--- src/hw/rtl/cpcd_pkg.sv ---
// ----------------------------------------------------------------------------
// cpcd_pkg
// Shared types and constants of the cycling power cadence decoder.
// ----------------------------------------------------------------------------
package cpcd_pkg;

  localparam int unsigned DataW     = 8;
  localparam int unsigned WordW     = 16;
  localparam int unsigned TimeW     = 32;
  localparam int unsigned IdxW      = 8;
  localparam int unsigned OffW      = 4;
  localparam int unsigned DivSteps  = WordW;
  localparam int unsigned DivCntW   = $clog2(DivSteps);
  localparam int unsigned PaddrW    = 2;
  localparam int unsigned PdataW    = 32;

  localparam logic [IdxW-1:0]  IdxMax       = '1;
  localparam logic [IdxW:0]    MinLength    = 9'd8;
  localparam logic [WordW-1:0] RpmScale     = 16'd61440;
  localparam logic [WordW-1:0] TimeoutReset = 16'd2000;

  localparam int unsigned FlagBalanceBit = 0;
  localparam int unsigned FlagTorqueBit  = 2;
  localparam int unsigned FlagWheelBit   = 4;
  localparam int unsigned FlagCrankBit   = 5;

  localparam logic [OffW-1:0] CrankBaseOff  = 4'd4;
  localparam logic [OffW-1:0] BalanceLen    = 4'd1;
  localparam logic [OffW-1:0] TorqueLen     = 4'd2;
  localparam logic [OffW-1:0] WheelLen      = 4'd6;

  localparam logic [1:0] StatusOk      = 2'd0;
  localparam logic [1:0] StatusShort   = 2'd1;
  localparam logic [1:0] StatusMissing = 2'd2;
  localparam logic [1:0] StatusUnused  = 2'd3;

  localparam logic [PaddrW-1:0] AddrTimeout = 2'd0;

  typedef struct packed {
    logic [DataW-1:0] data_byte;
    logic             last_byte;
    logic [TimeW-1:0] now_ms;
  } cpcd_in_t;

  typedef struct packed {
    logic signed [WordW-1:0] power_watts;
    logic [WordW-1:0]        cadence_rpm;
    logic                    crank_data_present;
    logic [1:0]              status;
  } cpcd_out_t;

  typedef struct packed {
    logic capture;
    logic mul;
    logic load;
    logic step;
    logic fin;
  } cpcd_cmd_t;

  typedef struct packed {
    logic need_div;
    logic out_free;
  } cpcd_sts_t;

endpackage

--- src/hw/rtl/cpcd_ctrl.sv ---
// ----------------------------------------------------------------------------
// cpcd_ctrl
// Sequencer: byte capture, multiply, divide steps and result hand-off.
// ----------------------------------------------------------------------------
module cpcd_ctrl import cpcd_pkg::*; (
  input  logic      clk_i,
  input  logic      rst_ni,
  input  logic      in_valid_i,
  input  logic      in_last_i,
  input  cpcd_sts_t sts_i,
  output cpcd_cmd_t cmd_o,
  output logic      in_stall_o
);

  typedef enum logic [2:0] {
    StIdle,
    StMul,
    StLoad,
    StDiv,
    StFin
  } state_e;

  state_e               state_q;
  logic [DivCntW-1:0]   cnt_q;
  logic                 accept;

  assign in_stall_o = (state_q != StIdle);
  assign accept     = in_valid_i && (state_q == StIdle);

  always_comb begin
    cmd_o         = '0;
    cmd_o.capture = accept;
    cmd_o.mul     = (state_q == StMul);
    cmd_o.load    = (state_q == StLoad);
    cmd_o.step    = (state_q == StDiv);
    cmd_o.fin     = (state_q == StFin) && sts_i.out_free;
  end

  always_ff @(posedge clk_i or negedge rst_ni) begin
    if (!rst_ni) begin
      state_q <= StIdle;
      cnt_q   <= '0;
    end else begin
      case (state_q)
        StIdle: begin
          if (accept && in_last_i) begin
            state_q <= sts_i.need_div ? StMul : StFin;
          end
        end
        StMul: begin
          state_q <= StLoad;
        end
        StLoad: begin
          state_q <= StDiv;
          cnt_q   <= DivCntW'(DivSteps - 1);
        end
        StDiv: begin
          if (cnt_q == '0) begin
            state_q <= StFin;
          end else begin
            cnt_q <= cnt_q - 1'b1;
          end
        end
        StFin: begin
          if (sts_i.out_free) begin
            state_q <= StIdle;
          end
        end
        default: begin
          state_q <= StIdle;
        end
      endcase
    end
  end

endmodule

--- src/hw/rtl/cpcd_dp.sv ---
// ----------------------------------------------------------------------------
// cpcd_dp
// Datapath: field capture, crank state, cadence divider and result register.
// ----------------------------------------------------------------------------
module cpcd_dp import cpcd_pkg::*; (
  input  logic             clk_i,
  input  logic             rst_ni,
  input  cpcd_in_t         in_item_i,
  input  logic [WordW-1:0] timeout_i,
  input  cpcd_cmd_t        cmd_i,
  output cpcd_sts_t        sts_o,
  output logic             out_valid_o,
  input  logic             out_stall_i,
  output cpcd_out_t        out_item_o
);

  logic [IdxW-1:0]  idx_q;
  logic [WordW-1:0] flags_q, power_q, revs_q, evt_q;
  logic [WordW-1:0] flags_d, power_d, revs_d, evt_d;
  logic [WordW-1:0] prev_revs_q, prev_evt_q;
  logic             prev_revs_vld_q, prev_evt_vld_q;
  logic [TimeW-1:0] last_ms_q;

  logic [OffW-1:0]  off_cur, off_fin;
  logic [IdxW:0]    length;
  logic             too_short, missing, crank, upd, stale;
  logic [WordW-1:0] d_rev, d_evt;
  logic [1:0]       status_n;

  logic signed [WordW-1:0] res_power_q;
  logic [1:0]              res_status_q;
  logic                    res_crank_q;
  logic                    div_used_q;
  logic [WordW-1:0]        d_rev_q, d_evt_q;
  logic [TimeW-1:0]        prod_q;
  logic [WordW-1:0]        rem_q, quo_q;
  logic                    sat_q;
  logic [WordW:0]          trial;
  logic                    ge;

  logic      out_valid_q;
  cpcd_out_t out_q;

  function automatic logic [OffW-1:0] crank_off(logic [WordW-1:0] f);
    logic [OffW-1:0] o;
    o = CrankBaseOff;
    if (f[FlagBalanceBit]) o = o + BalanceLen;
    if (f[FlagTorqueBit])  o = o + TorqueLen;
    if (f[FlagWheelBit])   o = o + WheelLen;
    return o;
  endfunction

  assign off_cur = crank_off(flags_q);

  always_comb begin
    flags_d = flags_q;
    power_d = power_q;
    revs_d  = revs_q;
    evt_d   = evt_q;
    if (idx_q != IdxMax) begin
      case (idx_q)
        8'd0: flags_d = {8'h00, in_item_i.data_byte};
        8'd1: flags_d[15:8] = in_item_i.data_byte;
        8'd2: power_d = {8'h00, in_item_i.data_byte};
        8'd3: power_d[15:8] = in_item_i.data_byte;
        default: begin
          if (idx_q == IdxW'(off_cur)) begin
            revs_d = {8'h00, in_item_i.data_byte};
          end else if (idx_q == IdxW'(off_cur) + 8'd1) begin
            revs_d[15:8] = in_item_i.data_byte;
          end else if (idx_q == IdxW'(off_cur) + 8'd2) begin
            evt_d = {8'h00, in_item_i.data_byte};
          end else if (idx_q == IdxW'(off_cur) + 8'd3) begin
            evt_d[15:8] = in_item_i.data_byte;
          end
        end
      endcase
    end
  end

  assign off_fin   = crank_off(flags_d);
  assign length    = {1'b0, idx_q} + 9'd1;
  assign too_short = (length < MinLength);
  assign missing   = (length < ((IdxW+1)'(off_fin) + 9'd4));
  assign crank     = flags_d[FlagCrankBit];
  assign upd       = crank && !too_short && !missing;
  assign d_rev     = revs_d - prev_revs_q;
  assign d_evt     = evt_d - prev_evt_q;
  assign stale     = ((in_item_i.now_ms - last_ms_q) > {16'h0000, timeout_i});

  always_comb begin
    if (too_short) begin
      status_n = StatusShort;
    end else if (crank && missing) begin
      status_n = StatusMissing;
    end else begin
      status_n = StatusOk;
    end
  end

  assign sts_o.need_div = upd && prev_evt_vld_q && prev_revs_vld_q &&
                          (d_evt != '0) && !stale;
  assign sts_o.out_free = !out_valid_q || !out_stall_i;

  always_ff @(posedge clk_i or negedge rst_ni) begin
    if (!rst_ni) begin
      idx_q           <= '0;
      flags_q         <= '0;
      power_q         <= '0;
      revs_q          <= '0;
      evt_q           <= '0;
      prev_revs_q     <= '0;
      prev_evt_q      <= '0;
      prev_revs_vld_q <= 1'b0;
      prev_evt_vld_q  <= 1'b0;
      last_ms_q       <= '0;
    end else if (cmd_i.capture) begin
      if (in_item_i.last_byte) begin
        idx_q   <= '0;
        flags_q <= '0;
        power_q <= '0;
        revs_q  <= '0;
        evt_q   <= '0;
        if (upd) begin
          prev_revs_q     <= revs_d;
          prev_revs_vld_q <= 1'b1;
          if (!prev_evt_vld_q || (prev_evt_q != evt_d)) begin
            prev_evt_q     <= evt_d;
            prev_evt_vld_q <= 1'b1;
            last_ms_q      <= in_item_i.now_ms;
          end
        end
      end else begin
        if (idx_q != IdxMax) begin
          idx_q <= idx_q + 1'b1;
        end
        flags_q <= flags_d;
        power_q <= power_d;
        revs_q  <= revs_d;
        evt_q   <= evt_d;
      end
    end
  end

  always_ff @(posedge clk_i) begin
    if (cmd_i.capture && in_item_i.last_byte) begin
      res_power_q  <= too_short ? '0 : power_d;
      res_status_q <= status_n;
      res_crank_q  <= crank;
      div_used_q   <= sts_o.need_div;
      d_rev_q      <= d_rev;
      d_evt_q      <= d_evt;
    end
  end

  assign trial = {rem_q, quo_q[WordW-1]};
  assign ge    = (trial >= {1'b0, d_evt_q});

  always_ff @(posedge clk_i) begin
    if (cmd_i.mul) begin
      prod_q <= {16'h0000, d_rev_q} * {16'h0000, RpmScale};
    end
    if (cmd_i.load) begin
      rem_q <= prod_q[TimeW-1:WordW];
      quo_q <= prod_q[WordW-1:0];
      sat_q <= (prod_q[TimeW-1:WordW] >= d_evt_q);
    end else if (cmd_i.step) begin
      rem_q <= ge ? WordW'(trial - {1'b0, d_evt_q}) : trial[WordW-1:0];
      quo_q <= {quo_q[WordW-2:0], ge};
    end
  end

  always_ff @(posedge clk_i or negedge rst_ni) begin
    if (!rst_ni) begin
      out_valid_q <= 1'b0;
    end else if (cmd_i.fin) begin
      out_valid_q <= 1'b1;
    end else if (!out_stall_i) begin
      out_valid_q <= 1'b0;
    end
  end

  always_ff @(posedge clk_i) begin
    if (cmd_i.fin) begin
      out_q.power_watts        <= res_power_q;
      out_q.cadence_rpm        <= div_used_q ? (sat_q ? '1 : quo_q) : '0;
      out_q.crank_data_present <= res_crank_q;
      out_q.status             <= res_status_q;
    end
  end

  assign out_valid_o = out_valid_q;
  assign out_item_o  = out_q;

endmodule

--- src/hw/rtl/cycling_power_cadence_decoder.sv ---
// ----------------------------------------------------------------------------
// cycling_power_cadence_decoder
// Decodes a cycling power measurement notification byte by byte and gives
// power, status and crank cadence on the last byte.
//
//   channel  | dir | handshake              | payload
//   ---------+-----+------------------------+-------------------------------
//   in       | in  | in_valid_i/in_stall_o  | in_item_i (byte, last, time)
//   out      | out | out_valid_o/out_stall_i| out_item_o (power, cadence,..)
//   config   | in  | apb psel/penable       | stale timeout, 16 bit
//
// non-final bytes are taken back to back; a final byte is followed by
// multiply, load and the 16-step shift-subtract divider when cadence needs
// it, then the result hand-off; input stalls until that hand-off, which
// waits while the one-item output register is full and stalled
// reset clears control, crank and valid state; timeout returns to 2000 ms
// ----------------------------------------------------------------------------
module cycling_power_cadence_decoder import cpcd_pkg::*; (
  input  logic              clk_i,
  input  logic              rst_ni,
  input  logic              in_valid_i,
  output logic              in_stall_o,
  input  cpcd_in_t          in_item_i,
  output logic              out_valid_o,
  input  logic              out_stall_i,
  output cpcd_out_t         out_item_o,
  input  logic              psel,
  input  logic              penable,
  input  logic              pwrite,
  input  logic [PaddrW-1:0] paddr,
  input  logic [PdataW-1:0] pwdata,
  output logic [PdataW-1:0] prdata,
  output logic              pready
);

  logic [WordW-1:0] timeout_q;
  cpcd_cmd_t        cmd;
  cpcd_sts_t        sts;

  assign pready = 1'b1;

  always_ff @(posedge clk_i or negedge rst_ni) begin
    if (!rst_ni) begin
      timeout_q <= TimeoutReset;
    end else if (psel && penable && pwrite && (paddr == AddrTimeout)) begin
      timeout_q <= pwdata[WordW-1:0];
    end
  end

  assign prdata = (paddr == AddrTimeout) ? {16'h0000, timeout_q} : '0;

  cpcd_ctrl u_ctrl (
    .clk_i      (clk_i),
    .rst_ni     (rst_ni),
    .in_valid_i (in_valid_i),
    .in_last_i  (in_item_i.last_byte),
    .sts_i      (sts),
    .cmd_o      (cmd),
    .in_stall_o (in_stall_o)
  );

  cpcd_dp u_dp (
    .clk_i       (clk_i),
    .rst_ni      (rst_ni),
    .in_item_i   (in_item_i),
    .timeout_i   (timeout_q),
    .cmd_i       (cmd),
    .sts_o       (sts),
    .out_valid_o (out_valid_o),
    .out_stall_i (out_stall_i),
    .out_item_o  (out_item_o)
  );

`ifndef SYNTHESIS
  a_last_stalls: assert property (@(posedge clk_i) disable iff (!rst_ni)
    (in_valid_i && !in_stall_o && in_item_i.last_byte) |=> in_stall_o)
    else $error("decoder took a byte right after a final byte");

  a_no_cadence_on_error: assert property (@(posedge clk_i) disable iff (!rst_ni)
    out_valid_o |-> ((out_item_o.status == StatusOk) || (out_item_o.cadence_rpm == '0)))
    else $error("cadence given with error status");

  a_short_power_zero: assert property (@(posedge clk_i) disable iff (!rst_ni)
    (out_valid_o && (out_item_o.status == StatusShort)) |-> (out_item_o.power_watts == '0))
    else $error("power given for short notification");

  a_status_code: assert property (@(posedge clk_i) disable iff (!rst_ni)
    out_valid_o |-> (out_item_o.status != StatusUnused))
    else $error("unused status code");
`endif

endmodule
--- config.mk ---
export PLATFORM = sky130hd
export DESIGN_NAME = cycling_power_cadence_decoder
export DESIGN_NICKNAME = d
export VERILOG_FILES = /design/src/hw/rtl/cpcd_pkg.sv /design/src/hw/rtl/cpcd_ctrl.sv /design/src/hw/rtl/cpcd_dp.sv /design/src/hw/rtl/cycling_power_cadence_decoder.sv
export SDC_FILE = /design/constraint.sdc
export NUM_CORES = 1
export LEC_CHECK = 0
export BUFFER_PORTS_ARGS = -buffer_cell sky130_fd_sc_hd__buf_4
export CAP_MARGIN = 30
export CORE_ASPECT_RATIO = 1.4
export CORE_MARGIN = 8
export CORE_UTILIZATION = 65
export DETAILED_ROUTE_END_ITERATION = 8
export HOLD_SLACK_MARGIN = 0.03
export PLACE_DENSITY_LB_ADDON = 0.2
export SYNTH_ARGS = -nofsm -noshare
export SYNTH_HDL_FRONTEND = slang
export SYNTH_SLANG_ARGS = --single-unit
--- constraint.sdc ---
create_clock -name clk_i -period 7.9 [get_ports clk_i]
set_input_delay 1.58 -clock clk_i [delete_from_list [all_inputs] [get_ports clk_i]]
set_output_delay 1.58 -clock clk_i [all_outputs]
set_load 0.05 [all_outputs]
==> results of run 1 <==
-- metal layers --
| metal | up-vias | part of all wire (%) |
|---|---|---|
| li1 | 6823 | - |
| met1 | 6978 | 39 |
| met2 | 369 | 53 |
| met3 | 128 | 3.5 |
| met4 | 0 | 4.7 |
| met5 | - | 0 |
-- layout by cell type, fill, tap and decap left out, drive strengths merged, types with 9 or more instances in the layout --
cell    count
dfrtp     144
a21o       28
nor3       46
o21ai      91
and3       11
a21oi     123
buf       133
nor2b      22
a22o       37
clkinv      9
edfxtp    140
conb       17
xnor2      56
a31oi      14
nand3      38
o21a       24
xor2       30
nand2b     28
a211oi     12
mux2       50
nor4       18
o21bai     10
a22oi       9
clkbuf     36
fa         34
and2       19
nand4      23
ha        150
o31ai      14
inv       156
nor2      124
nand2     148
mux2i      42
-- power groups by stage --
stage	sequential [uW]	clock [uW]	combinational, uW
3_5_place_dp	1760	0	994
6_report	1730	1430	999
3_3_place_gp	1760	0	947
5_1_grt	1740	1510	1110
4_1_cts	1730	1450	1000
2_1_floorplan	1790	0	699
-- path summary, 6_finish.rpt --
path / from / to
max: u_dp.idx_q[0] / u_ctrl.state_q[0]
min: u_dp.res_power_q[0] / u_dp.out_item_o[19]
max reg2reg: u_dp.idx_q[0] / u_ctrl.state_q[0]
min reg2reg: u_dp.res_power_q[0] / u_dp.out_item_o[19]
max in group asynchronous: rst_ni / u_dp.prev_evt_q[12]
min in group asynchronous: rst_ni / u_dp.last_ms_q[10]
-- metrics by stage --
step / setup WS [ns] / hold WS, ns / area [um^2] / util, % / total power, uW
after floorplan: 2.48 / 0.400 / 19000 / - / 2490
after detailed placement: 1.49 / 0.405 / 20000 / 69.1 / 2750
after global routing: 1.06 / 0.428 / 21000 / 72.6 / 4350
after global placement: 1.56 / 0.402 / 20000 / 69.1 / 2700
after CTS: 1.49 / 0.420 / 21000 / 72.5 / 4190
final: 1.48 / 0.420 / 21000 / 72.6 / 4160
-- logic make-up after synthesis --
kind of cell	Yosys count	share of synthesized area [%]
xor+xnor	86	4.05
buf+inv	249	5.58
fa+ha+maj	184	13.5
other cells	2	0.0396
flops	290	42.0
mux	92	5.41
compound gates	436	15.6
simple gates	524	13.9
-- state kept, by name (all words and copies together), names as in the netlist, 2 cells and up --
signal and cells:
u_dp.out_item_o 35, u_dp.last_ms_q 32, u_dp.prod_q 20, timeout_q 16
u_dp.d_evt_q 16, u_dp.d_rev_q 16, u_dp.evt_q 16, u_dp.power_q 16
u_dp.prev_evt_q 16, u_dp.prev_revs_q 16, u_dp.quo_q 16, u_dp.rem_q 16
u_dp.res_power_q 16, u_dp.revs_q 16, u_dp.idx_q 8, u_ctrl.cnt_q 4
u_dp.flags_q 4, u_ctrl.state_q 3, u_dp.res_status_q 2
-- final cells by class --
| class | count | area (um^2) | share of cell area (%) |
|---|---|---|---|
| Antenna cell | 1 | 2.50 | 0.0119 |
| Clock buffer | 36 | 772 | 3.67 |
| Clock inverter | 18 | 220 | 1.05 |
| Inverter | 153 | 574 | 2.73 |
| Multi-Input combinational cell | 1339 | 10000 | 47.6 |
| Sequential cell | 290 | 7970 | 37.9 |
| Tap cell | 380 | 475 | 2.26 |
| Timing Repair Buffer | 133 | 1010 | 4.80 |
-- Yosys cell counts, types with 29 or more instances --
master and n:
edfxtp_1 140, nand2_1 148, nand3_1 38, xor2_1 29, o21ai_0 84, nor3_1 43, mux2i_1 42, a22o_1 37
a21oi_1 121, xnor2_1 55, fa_1 34, ha_1 150, mux2_2 39, inv_1 152, clkbuf_1 60, dfrtp_1 144
nor2_1 124
-- critical path, stage by stage (launching register included) --
cell and delay (ns):
dfrtp_1 0.52, inv_1 0.13, ha_1 0.25, o41ai_1 0.55
nand2_1 0.24, nor4_2 0.90, mux2i_1 0.39, ha_1 0.23
inv_1 0.06, fa_1 0.42, a21o_1 0.19, a211oi_1 0.22
nor2_1 0.07, or4_1 0.47, nor4_1 0.28, or4b_1 0.47
nor4_1 0.41, a2111oi_0 0.27, a21o_1 0.23
==> results_dict.tcl, run 1 <==
set metrics [dict create \
    htreeDepth 1 \
    placed_cells 2294 \
    end_kind "register" \
    slew_violations 0 \
    fin_crit_ns 6.42 \
    routed_via_density 6.08 \
    clkLatencyLatePin_ns 0.58 \
    cp-start-kind "register" \
    numPortBuffers 118 \
    p_sw_uw 1260 \
    slew_headroom_pct 34.1 \
    place_hpwl_um 33000 \
    wl_per_cell_um 18.7 \
    vias 14300 \
    combPwrFrac_pct 24.0 \
    postCtsHoldBufs 0 \
    grt_use_met3_pct 2.78 \
    grt_max_degree 81 \
    critPathMaxFanout 9 \
    worst_pin_slew_ns 0.981 \
    max_freq_mhz 156 \
    synth_top_area_share_pct 22.2 \
    met1_usage_pct 27.9 \
    yosysWarnings 0 \
    met2_usage_pct 46.5 \
    netlist-cell-type-count 95 \
    grt.overflow.total 0 \
    die_x_um 160 \
    tns_ns 0 \
    synthArstFlopShare_pct 51.7 \
    antenna_found_initial 1 \
    p_leak_uw 0.00924 \
    globalplace.congestion 0.921 \
    core_um2 29000 \
    hold_viol 0 \
    wl_um 43900 \
    final_layout_size_suffix_gt1_share_pct 14.1 \
    fin_cells 2350 \
    drc 0 \
    status "finished, final reports clean" \
    dieArea_um2 35000 \
    top_usage_layer "met2" \
    reg2regPathDepth 18 \
    ctsResizeCount 0 \
    synth_area_um2 19000 \
    post_cts_buffers 0 \
    hold_class "reg -> reg" \
    synth.largest_area_cell "edfxtp_1" \
    synthFlopType "dfrtp_1" \
    crit_type "reg -> reg" \
    finalClockSkew_ns 0.0200 \
    p_per_area_nw_per_um2 198 \
    start_util_pct 65.4 \
    power_frac_clock_pct 34.4 \
    swShare_pct 30.3 \
    ys_seq_area_share_pct 42.0 \
    grt_pass1_vias 14800 \
    syn-mean-instance-area_um2 10.2 \
    worstHoldPathCells 0 \
    ctsLongestPathBuffers 3 \
    grt_setup_unrepaired "false" \
    root_buffer "clkbuf_16" \
    nFillCells 2129 \
    pwr-share-seq_pct 41.6 \
    drtIter0Drc 876 \
    p_int_uw 2900 \
    dr.pass1.iters 6 \
    r2r_setup_slack_ns 1.48 \
    clk_pin_slew_ns 0.07 \
    synth.area.top_cells "edfxtp_1 (22%), dfrtp_1 (19%), ha_1 (9.9%), fa_1 (3.6%), a21oi_1 (3.2%)" \
    numCtsBuffers 29 \
    peakVddDrop_mv 0.182 \
    areaGrowthSynthToFinish_pct 11.0 \
    die_y_um 218 \
    grt_usage_pct 25.0 \
    period_share_pct 81.3 \
    boundaryPins 152 \
    grt_pass1_wl_um 72500 \
    rows 74 \
    crit_arrival_ns 6.88 \
    nets 2212 \
    synth_edf_count 140 \
    setup_violations 0 \
    synth_cells 1863 \
    cts.sinks 290 \
    postRouteAntennaNets 0 \
    drv_cap 0 \
    synth_seq_cells 290 \
    cp.required_ns 8.36 \
    cts_tree "done" \
]
Note: power is estimated with default switching activity, not from simulation.
==> run 2: changes to the inputs <==
- ABC_AREA: unset -> 1
- CORE_UTILIZATION: 65 -> 62
- clock period: 7.9 -> 5.91 ns (I/O delays scaled with it)
==> run 2 against run 1 <==
  * Register-to-register slack got worse by 0.81 ns
  * Synthesized cell count increased by 25%
  * Count of clock-buffer cells in the layout increased by 5
  * Wire length increased by 1.6%
  * Fmax increased by 22%
  * Clock skew decreased by 0.0093 ns
  * Critical path type unchanged
  * Critical endpoint is now u_dp.div_used_q
==> results_dict.tcl, run 2 <==
set metrics [dict create \
    antenna_cells 0 \
    die_y_um 225 \
    synth.area.top_cells "edfxtp_1 (22%), dfrtp_1 (19%), nand2_1 (10%), ha_1 (9.7%), inv_1 (7.5%)" \
    vias 15500 \
    drtIter0Drc 1060 \
    htreeDepth 1 \
    finalClockSkew_ns 0.0106 \
    end_kind "register" \
    synth_top_area_share_pct 21.8 \
    antenna_found_initial 0 \
    synth_seq_cells 290 \
    wl_um 44600 \
    rows 76 \
    synthArstFlopShare_pct 51.7 \
    setup_violations 0 \
    numPortBuffers 118 \
    final_cell_mix "nand2_1 (513), inv_1 (384), nor2_1 (171), a21oi_1 (153), ha_1 (150)" \
    worstHoldPathCells 0 \
    max_stage_delay_ns 0.52 \
    slew_violations 0 \
    yosysMostFrequentCell "nand2_1" \
    grt_max_degree 97 \
    peakVddDrop_mv 0.510 \
    holdPathEnd "u_dp.out_item_o[23]" \
    crit_path_top_delay_cell "nor2_1" \
    place_ws_ns 0.716 \
    worst_pin_slew_ns 0.854 \
    numCtsBuffers 29 \
    tns_ns 0 \
    cp-start-kind "register" \
    nets 2709 \
    netlist-cell-type-count 55 \
    status "finished, final reports clean" \
    die_x_um 165 \
    dr.pass1.iters 5 \
    largest_reg_flops 35 \
    drc 0 \
    place_hpwl_um 33900 \
    cts_tree "done" \
    post_dp_cell_area_um2 20500 \
    grt.overflow.total 0 \
    holdWs_ns 0.423 \
    ctsLongestPathBuffers 3 \
    core_um2 30700 \
    wl_per_cell_um 15.6 \
    final_common_cell "nand2_1" \
    grt_setup_unrepaired "false" \
    hold_path.startpoint "u_dp.res_power_q[4]" \
    synth_area_um2 19300 \
    p_leak_uw 0.0107 \
    grt_pass1_vias 15600 \
    boundaryPins 152 \
    root_buffer "clkbuf_16" \
    p_per_area_nw_per_um2 630 \
    clk_pin_slew_ns 0.06 \
    cts.sinks 290 \
    critPathMaxFanout 8 \
    postCtsHoldBufs 0 \
    placed_cells 2801 \
    synth_edf_count 140 \
    ctsResizeCount 0 \
    grt_usage_pct 24.3 \
    slew_headroom_pct 42.9 \
    ys_top_cells_by_count "nand2_1 (513), inv_1 (384), nor2_1 (172), a21oi_1 (154), ha_1 (150)" \
    period_share_pct 88.7 \
    routed_via_density 5.43 \
    grt_pass1_wl_um 73800 \
    r2r-start "u_dp.flags_q[4]" \
    reg2regPathDepth 25 \
    crit_type "reg -> reg" \
    fin_ws_ns 0.668 \
    globalplace.congestion 0.888 \
    areaGrowthSynthToFinish_pct 11.3 \
    r2r_setup_slack_ns 0.67 \
    max_freq_mhz 191 \
    crit_arrival_ns 5.56 \
    hold_viol 0 \
    post_cts_buffers 0 \
    final_cell_area_um2 21400 \
    dieArea_um2 37100 \
    synthFlopType "dfrtp_1" \
    synth.largest_area_cell "edfxtp_1" \
    final_layout_size_suffix_gt1_share_pct 10.5 \
    syn-mean-instance-area_um2 8.28 \
    postRouteAntennaNets 0 \
    cp.required_ns 6.23 \
    regToRegEndpoint "u_dp.div_used_q" \
    drv_cap 0 \
    fin_crit_ns 5.24 \
    clkLatencyLatePin_ns 0.57 \
    worst_path_most_repeated_cell "nand2_1" \
    hold_class "reg -> reg" \
    fin_cells 2856 \
    yosysWarnings 0 \
    synth_cells 2327 \
    start_util_pct 62.7 \
    ys_seq_area_share_pct 41.3 \
]
-- run 2: changes by cell type after synthesis, sizes merged, moves of 37 or more --
| cell | change |
|---|---|
| inv | +240 |
| mux2 | -50 |
| mux2i | -42 |
| nand2 | +377 |
| nand3 | +43 |
| nor2 | +55 |
| o21ai | +101 |
| xnor2 | -37 |
-- run 2: cells by family (layout without fill, tap and decap cells) --
family / Yosys count / in the layout / share of synthesized area [%]
AOI/OAI and AO/OA: 441 / 441 / 12.9
xor gates and xnor gates: 79 / 79 / 3.59
adders and majority gates: 184 / 184 / 13.3
buffers and inverters: 457 / 581 / 9.71
DFF: 290 / 290 / 41.3
other: 2 / 17 / 0.0390
and+or+nand+nor: 874 / 874 / 19.1
-- run 2: how the worst max path moves through the flow --
stage | from | end | slack [ns]
finish | u_dp.flags_q[4] | u_dp.div_used_q | 0.67
CTS | u_dp.flags_q[4] | u_dp.div_used_q | 0.66
floorplan | in_valid_i | u_dp.last_ms_q[10] | 1.47
detailed placement | u_dp.flags_q[4] | u_dp.div_used_q | 0.72
global placement | u_dp.flags_q[4] | u_dp.div_used_q | 0.80
global route | u_dp.flags_q[4] | u_dp.last_ms_q[13] | 0.30
-- run 2: through the flow --
step | power, uW | util, %
floorplan | 9610 | -
global placement | 11200 | 66.5
detailed placement | 11600 | 66.6
CTS | 13500 | 69.7
global route | 14700 | 69.8
finish | 13500 | 69.8
-- run 2: final cells by class --
cell class | instances | area [um^2]
Sequential cell | 290 | 7970
Fill cell | 2474 | 9270
Clock inverter | 13 | 124
Inverter | 396 | 1500
Timing Repair Buffer | 131 | 1010
Multi-Input combinational cell | 1595 | 9510
Tap cell | 390 | 488
Clock buffer | 41 | 841
-- run 2: worst max-delay path, delay by kind of cell (launching register included) --
family	cells	cell delay [ns]
AOI/OAI and AO/OA	4	1.01
adders and majority gates	3	0.92
buffers and inverters	4	0.53
DFF	1	0.43
and+or+nand+nor	14	2.11
-- run 2: power by group --
group / switching (uW) / internal [uW]
clock network: 801 / 1080
registers: 297 / 3040
logic: 5230 / 3060
-- run 2: layer usage --
layer | global-route usage [%] | vias to the layer above | share of wire [%]
li1 | - | 7813 | -
met1 | 27.8 | 7174 | 40
met2 | 44.4 | 422 | 51
met3 | 2.69 | 110 | 4.8
met4 | 10.6 | 0 | 4.0
met5 | 0 | - | 0
==> run 3: changes to the inputs <==
- ABC_AREA: 1 -> unset
- CORE_UTILIZATION: 62 -> 61
==> run 3 against run 2 <==
  * Critical endpoint is now u_ctrl.state_q[0]
  * Utilization down 1.1 points
  * Cell count down 17%
  * Total power down 59%
  * Critical path depth down 4
  * Wire length down 3.6%
  * Via count down 9.7%
  * Global-route usage down 0.68 points
==> results_dict.tcl, run 3 (same netlist as run 1, synthesis figures left out) <==
set metrics [dict create \
    areaGrowthSynthToFinish_pct 11.3 \
    grt_setup_unrepaired "false" \
    fin_crit_ns 5.56 \
    root_buffer "clkbuf_16" \
    grt_max_degree 101 \
    start_util_pct 61.7 \
    endpoint "u_ctrl.state_q[0]" \
    finalClockSkew_ns 0.0153 \
    globalplace.congestion 0.918 \
    crit_type "reg -> reg" \
    p_leak_uw 0.00927 \
    drc 0 \
    largest_reg_flops 35 \
    r2r-start "u_dp.flags_q[4]" \
    worst_pin_slew_ns 0.981 \
    antenna_found_initial 0 \
    cp-start-kind "register" \
    postCtsHoldBufs 0 \
    startpoint "u_dp.flags_q[4]" \
    cts_tree "done" \
    slew_headroom_pct 34.6 \
    dr.pass1.iters 5 \
    clkLatencyLatePin_ns 0.58 \
    critPathMaxFanout 14 \
    wl_um 43000 \
    combPwrFrac_pct 24.3 \
    die_x_um 165 \
    grt.overflow.total 0 \
    period_share_pct 94.0 \
    grt_pass1_vias 14500 \
    clk_pin_slew_ns 0.06 \
    swShare_pct 30.7 \
    vias 14000 \
    numPortBuffers 118 \
    boundaryPins 152 \
    reg2regPathDepth 21 \
    regToRegEndpoint "u_ctrl.state_q[0]" \
    hold_viol 0 \
    post_cts_buffers 0 \
    ctsLongestPathBuffers 3 \
    slew_violations 0 \
    place_hpwl_um 31900 \
    max_freq_mhz 180 \
    cp.required_ns 6.38 \
    antenna_cells 0 \
    power_frac_clock_pct 33.9 \
    routed_via_density 5.92 \
    cts.sinks 290 \
    holdWs_ns 0.418 \
    final_common_cell "inv_1" \
    postRouteAntennaNets 0 \
    drv_cap 0 \
    p_int_uw 3830 \
    pwr-share-seq_pct 41.9 \
    rows 76 \
    peakVddDrop_mv 0.288 \
    die_y_um 225 \
    drtIter0Drc 756 \
    grt_pass1_wl_um 71700 \
    setup_violations 0 \
    htreeDepth 1 \
    numCtsBuffers 29 \
    p_sw_uw 1700 \
    p_per_area_nw_per_um2 262 \
    final_layout_size_suffix_gt1_share_pct 14.5 \
    r2r_setup_slack_ns 0.35 \
    end_kind "register" \
    core_um2 30700 \
    tns_ns 0 \
    dieArea_um2 37100 \
    final_cell_mix "inv_1 (151), ha_1 (150), nand2_1 (148), dfrtp_1 (144)" \
    grt_usage_pct 23.6 \
    nets 2221 \
    crit_arrival_ns 6.03 \
    hold_class "reg -> reg" \
    status "finished, final reports clean" \
    wl_per_cell_um 18.2 \
]
==> run 3: layout make-up <==
cell class              instances  area [um^2]
multi-input cells            1339        10000
fillers                      2402         9620
repair buffers                142         1090
clock buffers                  35          758
well taps                     390          488
flip-flops and latches        290         7970
clock inverters                19          200
inverters                     153          574
==> run 3: routing by layer <==
layer  part of all wire (%)  track usage, %  vias to the layer above
li1                       -               -                     6836
met2                     52            42.2                      277
met3                    3.8            3.18                       74
met5                      0               0                        -
met1                     42            28.6                     6834
met4                    2.5            7.58                        0
==> run 3: timing repair <==
item	4_1_cts	5_1_grt
setup endpoints to repair	0	1
gates resized for setup	0	1
endpoints found under the hold margin	0	0
==> run 3: worst min path at each step <==
stage                          from                   to  slack [ns]  depth (start not counted)
2_1_floorplan  u_dp.res_status_q[0]   u_dp.out_item_o[0]        0.40                          0
3_5_place_dp    u_dp.res_power_q[2]  u_dp.out_item_o[21]        0.40                          0
3_3_place_gp    u_dp.res_power_q[6]  u_dp.out_item_o[25]        0.40                          0
4_1_cts         u_dp.res_power_q[2]  u_dp.out_item_o[21]        0.42                          0
6_report        u_dp.res_power_q[2]  u_dp.out_item_o[21]        0.42                          0
5_1_grt         u_dp.res_power_q[2]  u_dp.out_item_o[21]        0.43                          0
==> run 3: power by group through the flow <==
| stage | registers, uW | logic (uW) | clock network [uW] |
|---|---|---|---|
| final | 2310 | 1340 | 1870 |
| after global routing | 2320 | 1490 | 1990 |
| after CTS | 2310 | 1340 | 1920 |
| after detailed placement | 2350 | 1330 | 0 |
| after global placement | 2350 | 1290 | 0 |
| after floorplan | 2390 | 934 | 0 |
==> run 3: critical path, stage by stage (launching register included) <==
cell,delay (ns)
dfrtp_1,0.48
inv_1,0.14
ha_1,0.35
ha_1,0.19
nand2_1,0.07
xnor2_1,0.12
nand2_1,0.11
nor4_4,0.07
nor4_2,0.36
buf_4,0.30
mux2i_1,0.26
inv_1,0.12
fa_1,0.46
a21o_1,0.18
a211oi_1,0.26
nor2_1,0.09
or4_1,0.49
nor4_2,0.26
or4b_1,0.47
nor4_1,0.27
a2111oi_0,0.19
a21o_1,0.20
==> run 3: per-stage QoR <==
step                      instance area, um^2  util, %  setup WS (ns)  power [uW]  instances
after global routing                    21100     68.7         0.0110        5800       2368
after floorplan                         19000        -          0.494        3320       1878
final                                   21100     68.7          0.353        5530       2368
after detailed placement                20100     65.5          0.212        3680       2313
after global placement                  20100     65.5          0.331        3640       2313
after CTS                               21100     68.6          0.200        5570       2367
